--- src/smsgpm_pkg.sv ---
// Shared types and constants for the stereo mid/side gain, pan and meter block.
`default_nettype none

package smsgpm_pkg;

  // Sample and gain formats.
  localparam int SAMPLE_W = 24;
  localparam int GAIN_W   = 16;
  localparam int PEAK_W   = 24;

  // Scope ring.
  localparam int SCOPE_DEPTH = 2048;
  localparam int SCOPE_W     = $clog2(SCOPE_DEPTH);

  // Configuration port.
  localparam int CFG_IDX_W  = 3;
  localparam int CFG_DATA_W = 8;

  localparam logic [CFG_IDX_W-1:0] CFG_MUTE      = 3'd0;
  localparam logic [CFG_IDX_W-1:0] CFG_LAYOUT    = 3'd1;
  localparam logic [CFG_IDX_W-1:0] CFG_MID_SOLO  = 3'd2;
  localparam logic [CFG_IDX_W-1:0] CFG_SIDE_SOLO = 3'd3;
  localparam logic [CFG_IDX_W-1:0] CFG_SCOPE_EN  = 3'd4;

  // Channel layout codes; the unused code behaves like the bypass layout.
  localparam logic [1:0] LAYOUT_STEREO = 2'd0;
  localparam logic [1:0] LAYOUT_MONO   = 2'd1;
  localparam logic [1:0] LAYOUT_BYPASS = 2'd2;

  // Multiplier step selection issued by the controller.
  localparam logic [1:0] SEL_IDLE = 2'd0;
  localparam logic [1:0] SEL_MUL1 = 2'd1;
  localparam logic [1:0] SEL_MUL2 = 2'd2;
  localparam logic [1:0] SEL_MUL3 = 2'd3;

  // Commands from the controller to the datapath.
  typedef struct packed {
    logic       load_in;
    logic [1:0] mul_sel;
    logic       commit;
  } cmd_t;

endpackage

`default_nettype wire

--- src/smsgpm_ctrl.sv ---
// Controller state machine that sequences one sample through the datapath.
`default_nettype none

module smsgpm_ctrl (
  input  wire logic             clk,
  input  wire logic             rst_n,
  input  wire logic             in_valid,
  output logic                  in_ready,
  output logic                  out_valid,
  input  wire logic             out_ready,
  output smsgpm_pkg::cmd_t      cmd
);

  localparam logic [2:0] ST_IDLE = 3'd0;
  localparam logic [2:0] ST_MUL1 = 3'd1;
  localparam logic [2:0] ST_MUL2 = 3'd2;
  localparam logic [2:0] ST_MUL3 = 3'd3;
  localparam logic [2:0] ST_FIN  = 3'd4;

  logic [2:0] state_r;
  logic [2:0] state_nxt;
  logic       out_valid_r;
  logic       out_valid_nxt;
  logic       out_free;

  assign out_free  = !out_valid_r || out_ready;
  assign in_ready  = (state_r == ST_IDLE);
  assign out_valid = out_valid_r;

  always_comb begin
    state_nxt   = state_r;
    cmd.load_in = 1'b0;
    cmd.mul_sel = smsgpm_pkg::SEL_IDLE;
    cmd.commit  = 1'b0;
    unique case (state_r)
      ST_IDLE: begin
        if (in_valid) begin
          cmd.load_in = 1'b1;
          state_nxt   = ST_MUL1;
        end
      end
      ST_MUL1: begin
        cmd.mul_sel = smsgpm_pkg::SEL_MUL1;
        state_nxt   = ST_MUL2;
      end
      ST_MUL2: begin
        cmd.mul_sel = smsgpm_pkg::SEL_MUL2;
        state_nxt   = ST_MUL3;
      end
      ST_MUL3: begin
        cmd.mul_sel = smsgpm_pkg::SEL_MUL3;
        state_nxt   = ST_FIN;
      end
      ST_FIN: begin
        if (out_free) begin
          cmd.commit = 1'b1;
          state_nxt  = ST_IDLE;
        end
      end
      default: begin
        state_nxt = ST_IDLE;
      end
    endcase
  end

  always_comb begin
    if (cmd.commit) begin
      out_valid_nxt = 1'b1;
    end else if (out_ready) begin
      out_valid_nxt = 1'b0;
    end else begin
      out_valid_nxt = out_valid_r;
    end
  end

  always_ff @(posedge clk) begin
    if (!rst_n) begin
      state_r     <= ST_IDLE;
      out_valid_r <= 1'b0;
    end else begin
      state_r     <= state_nxt;
      out_valid_r <= out_valid_nxt;
    end
  end

  // A result is never written over one that is still waiting.
  a_no_overwrite: assert property (@(posedge clk) disable iff (!rst_n)
    cmd.commit |-> (!out_valid_r || out_ready))
    else $error("result overwritten while held");

  // An accepted sample always starts the multiply sequence next.
  a_accept_starts: assert property (@(posedge clk) disable iff (!rst_n)
    (in_valid && in_ready) |=> (state_r == ST_MUL1))
    else $error("accepted sample did not start processing");

  // A committed result is offered in the following cycle.
  a_commit_valid: assert property (@(posedge clk) disable iff (!rst_n)
    cmd.commit |=> out_valid_r)
    else $error("committed result not presented");

  // The multiply steps run back to back after the accept.
  a_mul_order: assert property (@(posedge clk) disable iff (!rst_n)
    (cmd.mul_sel == smsgpm_pkg::SEL_MUL1) |=> (cmd.mul_sel == smsgpm_pkg::SEL_MUL2))
    else $error("multiply sequence broken");

endmodule

`default_nettype wire

--- config.mk ---
export PLATFORM = sky130hd
export DESIGN_NAME = smsgpm_ctrl
export DESIGN_NICKNAME = d
export VERILOG_FILES = /design/src/smsgpm_pkg.sv /design/src/smsgpm_ctrl.sv
export SDC_FILE = /design/constraint.sdc
export NUM_CORES = 1
export LEC_CHECK = 0
export BUFFER_PORTS_ARGS = -buffer_cell sky130_fd_sc_hd__buf_2
export CORE_AREA = 2 2 39 41
export CTS_CLUSTER_DIAMETER = 60
export DETAILED_ROUTE_END_ITERATION = 10
export DIE_AREA = 0 0 41 43
export PLACE_DENSITY = 0.31
export SKIP_CTS_REPAIR_TIMING = 1
export SLEW_MARGIN = 20
export SYNTH_ARGS = -nofsm -noshare
export SYNTH_HDL_FRONTEND = slang
export SYNTH_SLANG_ARGS = --single-unit
--- constraint.sdc ---
create_clock -name clk -period 1.2 [get_ports clk]
set_input_delay 0 -clock clk [delete_from_list [all_inputs] [get_ports clk]]
set_output_delay 0 -clock clk [all_outputs]
set_load 0.005 [all_outputs]
==> impl_table.tex <==
\begin{tabular}{lr}
\hline
Metric & Value \\
\hline
\multicolumn{2}{l}{\textbf{Setup path}} \\
Arrival time reported for the critical path endpoint & 1.22 ns \\
Worst R2R Setup Slack & approximately 0.21 ns \\
Worst flop-to-flop path startpoint & state\_r[1]\$\_SDFFE\_PN0P\_ \\
Number of cells traversed by the worst register-to-register path & 2 \\
Launching element type of the critical path & register \\
Worst reg2reg path endpoint & state\_r[2]\$\_SDFFE\_PN0P\_ \\
CP Max Fanout & 6 \\
Setup CP Type & register to output pin \\
Data required time at the worst endpoint & between 1 and 1.5 ns \\
Crit path capture type & output pin \\
\multicolumn{2}{l}{\textbf{Power and ir drop}} \\
Worst ir drop on vdd & 0.406 mV \\
PwrDens & $\sim$1200 nW/µm² \\
Leakage power total & roughly 0.15 nW \\
Overall power after layout & between 0.3 and 0.4 mW \\
\multicolumn{2}{l}{\textbf{Detailed routing}} \\
Final antenna-violating net count & 0 \\
Average wire per cell in the routed design & $\sim$8.3 µm \\
Post-Route WL & about 420 µm \\
Pre-Repair DR Iteration Count & 3 \\
Vias post-DR & around 190 \\
Detailed-route vias per instance & around 3.7 \\
First-iteration detailed-routing DRC count & 4 \\
DRC Markers & 0 \\
\multicolumn{2}{l}{\textbf{Clock tree}} \\
Clock transition at the registers of the reported paths & roughly 0.040 ns \\
Clock insertion delay at the later pin of the skew report & 0.23 ns \\
Inserted Clock Buffers & 3 \\
CTS root buffer & clkbuf\_4 \\
CTS tree & built \\
Maximum clock insertion buffer count & 2 \\
H-tree depth & 1 \\
Count of clock tree sinks & 4 \\
\multicolumn{2}{l}{\textbf{STA}} \\
Relative max-transition margin & around 90\% \\
Final Hold Violating Endpoints & 0 \\
Fin crit share & 102\% \\
Slew Limit Fails & 0 \\
Pin slew with the least headroom to its limit & roughly 0.16 ns \\
RSZ-0062 raised after global routing & yes \\
Count of endpoints failing setup in the final report & 1 \\
Final period demand of the worst path & 1.22 ns \\
Least setup slack across all paths after layout & -0.0185 ns \\
Worst-case clock skew & 0.00188 ns \\
Achievable clock frequency & slightly above 0.8 GHz \\
\multicolumn{2}{l}{\textbf{Min path}} \\
Startpoint of the lowest-slack hold path & in\_valid \\
Hold Path Class & input port to register \\
Endpoint of the worst hold path & state\_r[0]\$\_SDFFE\_PN0P\_ \\
Hold Path Stages & 3 \\
\multicolumn{2}{l}{\textbf{Floorplanning}} \\
Top-level I/O count & 10 \\
Die Span Y & approximately 43 µm \\
Starting Density & between 10 and 15\% \\
Area of the die & 1760 µm² \\
Area inside the core boundary & $\sim$1400 µm² \\
FP Rows & 14 \\
Width of the die & between 40 and 50 µm \\
\multicolumn{2}{l}{\textbf{Outcome}} \\
Violated checks & setup timing \\
Outcome & finished with violations \\
\multicolumn{2}{l}{\textbf{Global routing}} \\
Antenna violations before repair & 0 \\
Total Routing Usage GR & under 10\% \\
Gr ovfl total & 0 \\
Pin count of the biggest net entering global routing & 7 \\
Number of global-route vias before repair & around 150 \\
Global-route wire length before repair & approximately 570 µm \\
\multicolumn{2}{l}{\textbf{Final layout}} \\
Post-layout utilization of the core & around 23\% \\
Final-layout fill cell count & 159 \\
Diodes inserted & 0 \\
Most frequent standard cell in the layout excluding fill and tap cells & buf\_2 \\
Fraction of layout cells with a size suffix above 1 & $\sim$57\% \\
Layout Nets & 41 \\
Commonest cells after routing, fill and taps aside & 9 x buf\_2, 3 x clkbuf\_4, 3 x buf\_4 \\
Final cell count without fillers & 51 \\
Area overhead of the layout relative to synthesis & 55.2\% \\
\multicolumn{2}{l}{\textbf{Logic synthesis}} \\
Gate Count Post-Synth & 21 \\
Count of synthesis-stage warnings from yosys & 0 \\
Register bit total from synthesis & 4 \\
Mean instance size in the synthesized netlist & approximately 9.7 µm² \\
Share of synthesized area occupied by flip-flops and latches & 39.3\% \\
Syn nets & 25 \\
Cell Area, Synth & 204 µm² \\
Synth unique cells & 14 \\
\multicolumn{2}{l}{\textbf{Placed design}} \\
Final weighted congestion in routability-driven placement & roughly 0.56 \\
Port Buf Inserts & 9 \\
Cell count after placement & between 40 and 50 \\
\multicolumn{2}{l}{\textbf{Flow run}} \\
Reported max-cap violation count & 0 \\
\hline
\end{tabular}
-- per-layer routing --
metal  vias up  wire length [µm]  GRT usage, %
met3         2                60          4.71
met2        10               167          5.00
met4         0                 4          10.0
met5         -                 0             0
li1         98                 -             -
met1        78               189          6.37
-- worst max-delay path: stages (launching register included) --
cell and delay (ns):
dfxtp_2 0.34, or3b_4 0.40, nor2b_1 0.12, buf_2 0.12
-- how the worst max path moves through the flow --
stage,start,to,slack (ns),cells after the start
6_report,state_r[1]$_SDFFE_PN0P_,cmd[0],-0.02,3
5_1_grt,state_r[1]$_SDFFE_PN0P_,cmd[0],-0.08,3
4_1_cts,state_r[2]$_SDFFE_PN0P_,cmd[0],-0.08,3
3_5_place_dp,state_r[2]$_SDFFE_PN0P_,state_r[2]$_SDFFE_PN0P_,0.17,2
3_3_place_gp,state_r[2]$_SDFFE_PN0P_,cmd[0],0.20,3
2_1_floorplan,state_r[0]$_SDFFE_PN0P_,state_r[2]$_SDFFE_PN0P_,0.21,2
-- where the power goes --
| part | switching (mW) | internal [mW] | total, mW |
|---|---|---|---|
| Sequential | 0.0100 | 0.142 | 0.152 |
| Clock | 0.0488 | 0.111 | 0.160 |
| Combinational | 0.0303 | 0.0416 | 0.0718 |
| Total | 0.0890 | 0.295 | 0.384 |
-- cells by family (layout without fill, tap and decap cells) --
group,after synthesis,count (layout),share of synthesized area (%)
compound gates,2,2,12.9
xor+xnor,1,1,4.30
buf+inv,2,16,5.52
flops,4,4,39.3
simple gates,12,12,38.0
-- cells in the mapped netlist --
| cell type | instances | share of area, % |
|---|---|---|
| o31ai_4 | 1 | 10 |
| nand4b_1 | 1 | 4.3 |
| xnor2_1 | 1 | 4.3 |
| nor3_1 | 2 | 4.9 |
| buf_4 | 1 | 3.7 |
| inv_1 | 1 | 1.8 |
| a21oi_1 | 1 | 2.5 |
| dfxtp_1 | 4 | 39 |
| nor2b_1 | 1 | 3.1 |
| nor2_1 | 2 | 3.7 |
| and2b_1 | 2 | 7.4 |
| or3b_4 | 1 | 5.5 |
| nand2b_1 | 2 | 6.1 |
| and2_1 | 1 | 3.1 |
-- through the flow --
step           setup TNS [ns]  hold slack, ns  cell area, µm²  worst slack (ns)
6_report              -0.0185          0.0469             317           -0.0185
3_3_place_gp                0           0.288             269             0.197
2_1_floorplan               0           0.110             204             0.215
4_1_cts               -0.0750          0.0427             292           -0.0750
5_1_grt                -0.114          0.0565             317           -0.0831
3_5_place_dp                0           0.284             269             0.172
-- layout make-up --
type	instances	area (µm²)	area share [%]
Sequential cell	4	85.1	26.9
Clock buffer	3	22.5	7.11
Inverter	1	3.75	1.19
Timing Repair Buffer	12	67.6	21.3
Multi-Input combinational cell	15	118	37.2
Tap cell	16	20.0	6.32
-- registers in the layout, summed over array words and instances (netlist names) --
name,flops
state_r,3
out_valid,1
(Power assumes the default switching activity.)
